===== src/rtl/core/mds_pkg.sv =====
package mds_pkg;

  localparam int MAX_DIM = 64;
  localparam int DIM_W   = $clog2(MAX_DIM);
  localparam int ADDR_W  = 2 * DIM_W;
  localparam int Q_W     = 48;
  localparam int DIV_STEPS = Q_W + 1;

  localparam logic [Q_W-1:0] QMAX = {1'b0, {(Q_W-1){1'b1}}};
  localparam logic [Q_W-1:0] QMIN = {1'b1, {(Q_W-1){1'b0}}};
  localparam logic [Q_W:0]   QONE = (Q_W+1)'(1) << 24;

  localparam logic [2:0] FUNC_CLEAR = 3'd0;
  localparam logic [2:0] FUNC_RES   = 3'd1;
  localparam logic [2:0] FUNC_ISRC  = 3'd2;
  localparam logic [2:0] FUNC_VSRC  = 3'd3;
  localparam logic [2:0] FUNC_IND   = 3'd4;
  localparam logic [2:0] FUNC_RDMAT = 3'd5;
  localparam logic [2:0] FUNC_RDVEC = 3'd6;

  localparam logic [1:0] ERR_OK    = 2'd0;
  localparam logic [1:0] ERR_NODE  = 2'd1;
  localparam logic [1:0] ERR_INDEX = 2'd2;
  localparam logic [1:0] ERR_RES   = 2'd3;

  localparam logic CFG_NODE_COUNT = 1'b0;
  localparam logic CFG_VSRC_COUNT = 1'b1;

  localparam logic [2:0] NUM_OPS = 3'd5;

  typedef struct packed {
    logic       load;
    logic       clr_step;
    logic       div_step;
    logic       op_rd;
    logic       op_wr;
    logic       item_rd;
    logic       out_load;
    logic [2:0] op_idx;
  } cmd_t;

  typedef struct packed {
    logic [2:0] func;
    logic       err_any;
    logic       clr_last;
    logic       div_last;
    logic       op_en;
  } sts_t;

endpackage


===== src/rtl/core/mds_ctrl.sv =====
module mds_ctrl (
  input  logic          clk,
  input  logic          rst,
  input  logic          s_tvalid,
  output logic          s_tready,
  output logic          m_tvalid,
  input  logic          m_tready,
  input  mds_pkg::sts_t sts,
  output mds_pkg::cmd_t cmd
);
  import mds_pkg::*;

  localparam logic [3:0] S_IDLE = 4'd0;
  localparam logic [3:0] S_DISP = 4'd1;
  localparam logic [3:0] S_CLR  = 4'd2;
  localparam logic [3:0] S_DIV  = 4'd3;
  localparam logic [3:0] S_OPS  = 4'd4;
  localparam logic [3:0] S_RD   = 4'd5;
  localparam logic [3:0] S_WR   = 4'd6;
  localparam logic [3:0] S_IRD  = 4'd7;
  localparam logic [3:0] S_DONE = 4'd8;

  logic [3:0] state, state_next;
  logic [2:0] op_idx, op_idx_next;
  logic       clr_item, clr_item_next;

  always_comb begin
    state_next    = state;
    op_idx_next   = op_idx;
    clr_item_next = clr_item;
    cmd           = '0;
    cmd.op_idx    = op_idx;
    s_tready      = 1'b0;
    case (state)
      S_IDLE: begin
        s_tready = 1'b1;
        if (s_tvalid) begin
          cmd.load   = 1'b1;
          state_next = S_DISP;
        end
      end
      S_DISP: begin
        op_idx_next = '0;
        if (sts.err_any) begin
          state_next = S_DONE;
        end else begin
          case (sts.func)
            FUNC_CLEAR: begin
              clr_item_next = 1'b1;
              state_next    = S_CLR;
            end
            FUNC_RES: state_next = S_DIV;
            FUNC_ISRC, FUNC_VSRC, FUNC_IND: state_next = S_OPS;
            FUNC_RDMAT, FUNC_RDVEC: state_next = S_IRD;
            default: state_next = S_DONE;
          endcase
        end
      end
      S_CLR: begin
        cmd.clr_step = 1'b1;
        if (sts.clr_last) begin
          clr_item_next = 1'b0;
          state_next    = clr_item ? S_DONE : S_IDLE;
        end
      end
      S_DIV: begin
        cmd.div_step = 1'b1;
        if (sts.div_last) state_next = S_OPS;
      end
      S_OPS: begin
        if (op_idx == NUM_OPS) begin
          state_next = S_DONE;
        end else if (sts.op_en) begin
          state_next = S_RD;
        end else begin
          op_idx_next = op_idx + 3'd1;
        end
      end
      S_RD: begin
        cmd.op_rd  = 1'b1;
        state_next = S_WR;
      end
      S_WR: begin
        cmd.op_wr   = 1'b1;
        op_idx_next = op_idx + 3'd1;
        state_next  = S_OPS;
      end
      S_IRD: begin
        cmd.item_rd = 1'b1;
        state_next  = S_DONE;
      end
      S_DONE: begin
        if (!m_tvalid || m_tready) begin
          cmd.out_load = 1'b1;
          state_next   = S_IDLE;
        end
      end
      default: state_next = S_IDLE;
    endcase
  end

  always_ff @(posedge clk) begin
    if (rst) begin
      state    <= S_CLR;
      op_idx   <= '0;
      clr_item <= 1'b0;
      m_tvalid <= 1'b0;
    end else begin
      state    <= state_next;
      op_idx   <= op_idx_next;
      clr_item <= clr_item_next;
      if (cmd.out_load) m_tvalid <= 1'b1;
      else if (m_tready) m_tvalid <= 1'b0;
    end
  end

  a_ready_idle: assert property (@(posedge clk) disable iff (rst)
    s_tready |-> state == S_IDLE) else $error("ready outside idle");
  a_no_overwrite: assert property (@(posedge clk) disable iff (rst)
    cmd.out_load |-> (!m_tvalid || m_tready)) else $error("result overwritten");
  a_wr_after_rd: assert property (@(posedge clk) disable iff (rst)
    state == S_WR |-> $past(state) == S_RD) else $error("write without read");
  a_op_range: assert property (@(posedge clk) disable iff (rst)
    (state == S_RD || state == S_WR) |-> op_idx < NUM_OPS) else $error("op index");

endmodule


===== config.mk =====
export PLATFORM = sky130hd
export DESIGN_NAME = mds_ctrl
export DESIGN_NICKNAME = d
export VERILOG_FILES = /design/src/rtl/core/mds_pkg.sv /design/src/rtl/core/mds_ctrl.sv
export SDC_FILE = /design/constraint.sdc
export NUM_CORES = 1
export LEC_CHECK = 0
export BUFFER_PORTS_ARGS = -buffer_cell sky130_fd_sc_hd__buf_2
export CAP_MARGIN = 20
export CORE_MARGIN = 2
export CORE_UTILIZATION = 51
export DETAILED_ROUTE_END_ITERATION = 16
export GPL_TIMING_DRIVEN = 0
export PLACE_DENSITY_LB_ADDON = 0.2
export SLEW_MARGIN = 20
export SYNTH_ARGS = -nofsm -noshare
export SYNTH_HDL_FRONTEND = slang
export SYNTH_SLANG_ARGS = --single-unit

===== constraint.sdc =====
create_clock -name clk -period 4.4 [get_ports clk]
set_input_delay 0 -clock clk [delete_from_list [all_inputs] [get_ports clk]]
set_output_delay 0 -clock clk [all_outputs]
set_load 0.005 [all_outputs]

### Yosys cells after proc, flatten, opt, wreduce, memory -nomap -nowiden

Index checks and enable logic that the tools add are counted.

* reductions and logical operators: 12
* muxes and demuxes: 29
* equality and inequality tests: 24
* add/sub/neg operators: 1

Operators by type and width (number)
* $pmux 4 s9: 1
* $mux 4: 8
* $eq 4x3->1 const B: 4
* $ne 2x2->1 const B: 8
* $pmux 4 s4: 1
* $mux 1: 15
* $eq 3x3->1 const B: 4
* $pmux 3 s3: 1
* $eq 4x2->1 const B: 2
* $eq 3x2->1 const B: 2
* $mux 3: 2
* $reduce_and 5->1: 1
* $eq 4x1->1 const B: 1
* $eq 4x4->1 const B: 1
* $logic_not 4->1: 1
* $reduce_and 4->1: 1
* $reduce_bool 2->1: 2
* $add 3x1->3 const B: 1
* $eq 3x1->1 const B: 1
* $logic_not 3->1: 1
* $ne 3x3->1 const B: 1
* $reduce_and 3->1: 1
* $reduce_bool 3->1: 1
* $reduce_or 3->1: 1
* 4 further kinds: 4

* output and inout bits: 12
* word-level logic and storage cells: 70
* flip-flop bits (word level): 9
* bits of input ports: 11

### Depth between registers and ports, before layout

* depth in word-level cells: 5
* mapped depth: 6
* gate-level depth less buffers: 6

### Worst setup path before layout

No wires, ideal clock.

* kind: register to register
* start point: register state[3]
* end point: register state[2]
* slack: 2945 ps
* setup time: 132 ps
* stages on the path, launching flop included: 6
* path buffers: 1
* arrival time: 1323 ps
* required time: 4268 ps
* clock period less this slack: 1455 ps
* cell sequence: dfxtp_1 > clkbuf_1 > nor4b_1 > a32oi_1 > o211ai_1 > a21oi_1

* word-level cells in the longest chain between the ends: 3
* elaborated cells on any way between the ends: 16
* those cells by class: 13 x eq/ne; 1 x mux; 2 x reduce/logical

Ends and longest elaborated chain
* start: declaration: line mds_ctrl.sv:23 `logic [3:0] state, state_next;`
* start signal: assignment: line mds_ctrl.sv:109 `state <= state_next;`
* $eq 4x3->1 (tied with other cells): line mds_ctrl.sv:34 `case (state)`
* $ne 3x3->1 (no source line) / $ne 2x2->1 (equally long branches)
* $reduce_and 5->1 (no source line)

Parallel ways exist; a longest one is shown, timed or not.
A chain may end at the register's enable or synchronous reset.

==> impl_metrics.py <==
metrics = {
    "clock_tree": {
        "cts_max_level": 1,
        "cts.sinks": 9,
        "cts_root_buf": "clkbuf_4",
        "clk_path_buf_depth": 2,
        "cts_setup_buffers": 0,
        "clk_latency_ns": 0.27,
        "cts_resized": 0,
        "cts_tree": "done",
        "clk_pin_slew_ns": 0.07,
        "cts_made_buffers": 3,
        "cts_hold_buf": 0,
    },
    "yosys": {
        "yosys_warnings": 0,
        "ys_top_cells_by_count": "dfxtp_1, nor2_1, a21oi_1",
        "yosysSeqAreaShare_pct": 26.87,
        "yosys-top-cells-area": "dfxtp_1, nor2_1, a21oi_1",
        "synth_cells": 85,
        "ys_seq_elements": 9,
        "syn_area_per_cell_um2": 7.890,
        "synth_edf_count": 0,
        "synth_ff_type": "dfxtp_1",
        "synth_top_area_share_pct": 26.87,
        "syn_area_um2": 670.6,
        "synth_top_area_cell": "dfxtp_1",
        "async_flop_share_pct": 0,
        "ys_types": 38,
        "syn_nets": 98,
    },
    "sta": {
        "setup_tns_ns": 0,
        "fmax_mhz": 539.8,
        "fin_crit_ns": 1.853,
        "maxSlewHeadroom_pct": 57.64,
        "hold_viol": 0,
        "worst_slew_pin_slew_ns": 0.6266,
        "grt_setup_unrepaired": "no",
        "drv_slew": 0,
        "holdWs_ns": 0.03274,
        "min_period_over_period_pct": 42.11,
        "finalSetupViolations": 0,
        "clock_skew_ns": 0.01148,
    },
    "global_routing": {
        "grt_pass1_wl_um": 2773,
        "globalRouteOverflowTotal": 0,
        "globalRouteTotalUtil_pct": 26.18,
        "grt_pass1_vias": 630,
        "grt_start_max_net_pins": 11,
        "antenna_found_initial": 0,
    },
    "power_and_ir_drop": {
        "peakVddDrop_uv": 157.0,
        "cellLeakagePower_nw": 0.3636,
        "p_per_area_nw_per_um2": 258.4,
    },
    "route": {
        "drc": 0,
        "detail-route-antenna-nets": 0,
        "wl_per_cell_um": 14.08,
        "wirelength_um": 1760,
        "drt_iter0_drc": 26,
        "drtPass1Iterations": 4,
        "vias": 782,
        "viasPerCell": 6.256,
    },
    "placement": {
        "placed_area_um2": 794.5,
        "dp_hpwl_um": 1303,
        "gp_congestion": 0.8076,
        "portBuffers": 21,
    },
    "status": {
        "status": "finished clean",
    },
    "setup_path": {
        "worstPathRequired_ns": 4.40,
        "crit_path_start_kind": "flip-flop",
        "reg2reg_slack_ns": 2.57,
        "path_class": "flip-flop to primary output",
        "arrival_ns": 1.85,
        "path_max_fanout": 10,
        "endpoint_kind": "primary output",
    },
    "final_layout": {
        "nets": 124,
        "fill_cells": 131,
        "area_growth_pct": 22.39,
        "antennaDiodeCount": 0,
        "finalInstanceArea_um2": 820.8,
        "drive_above_1_share_pct": 29.09,
    },
    "floorplanning": {
        "io_pins": 23,
        "die_w_um": 40.26,
        "fp.dieArea_um2": 1621,
        "fp.dieH_um": 40.26,
        "coreArea_um2": 1269,
        "start_util_pct": 52.86,
        "num_rows": 13,
    },
    "worst_hold_path": {
        "hold_path_class": "input port to flip-flop",
    },
    "run": {
        "maxCapViolations": 0,
    },
}
-- sequential cells by signal (all words and copies together) (netlist names) --
name      cells
clr_item      1
m_tvalid      1
op_idx        3
state         4
-- critical path: stages (launching register included) --
cell and delay, ns:
dfxtp_1 0.33, clkbuf_1 0.35, nor4b_1 0.58, nor2b_1 0.20
buf_2 0.12
-- cell usage in the layout, fill, tap and decap left out, types with 3 or more instances in the layout --
cell type and n:
o211ai_1 3, nor4b_1 3, a21oi_1 6, nor4_1 3, nor2b_1 4, nand2_1 4, nor2_1 9, clkbuf_4 3
dfxtp_1 9, and3_1 3, clkbuf_1 3, buf_2 25
-- per-layer routing --
metal	up-vias	part of all wire, %	GRT usage [%]
li1	369	-	-
met1	370	43	31.86
met2	38	48	43.95
met3	5	7.8	5.000
met4	0	1.4	12.50
met5	-	0	0
-- through the flow --
stage | util [%] | setup slack [ns] | power (mW) | std cells
2_1_floorplan | - | 2.945 | 0.1245 | 85
3_3_place_gp | 62.62 | 2.658 | 0.1416 | 121
3_5_place_dp | 62.62 | 2.625 | 0.1438 | 121
4_1_cts | 64.69 | 2.570 | 0.2121 | 125
5_1_grt | 64.69 | 2.440 | 0.2225 | 125
6_report | 64.69 | 2.547 | 0.2121 | 125
-- worst paths after layout --
kind | cells past startpoint | end | start
setup / recovery | 4 | cmd[3] | state[3]
hold / removal | 4 | clr_item | sts[2]
setup reg to reg | 5 | state[0] | state[3]
hold reg to reg | 2 | clr_item | clr_item
-- cells by family after synthesis --
logic type | share of synthesized area, %
simple gates | 35.82
compound gates | 21.64
buf+inv | 5.784
flops | 26.87
mux | 4.851
fa+ha+maj | 3.731
xor+xnor | 1.306
-- cell type report --
type	instances	area, um^2	share of cell area [%]
Buffer	7	31.28	3.811
Clock buffer	4	26.28	3.201
Multi-Input combinational cell	67	451.7	55.03
Inverter	2	7.507	0.9146
Timing Repair Buffer	21	105.1	12.80
Sequential cell	9	180.2	21.95
Tap cell	15	18.77	2.287
-- power by group --
part / internal (mW) / total (mW) / switching (mW)
combinational: 0.0237 / 0.0550 / 0.0313
sequential: 0.0845 / 0.0881 / 0.00357
clock: 0.0351 / 0.0690 / 0.0339
total: 0.143 / 0.212 / 0.0688
(Power assumes the default switching activity.)
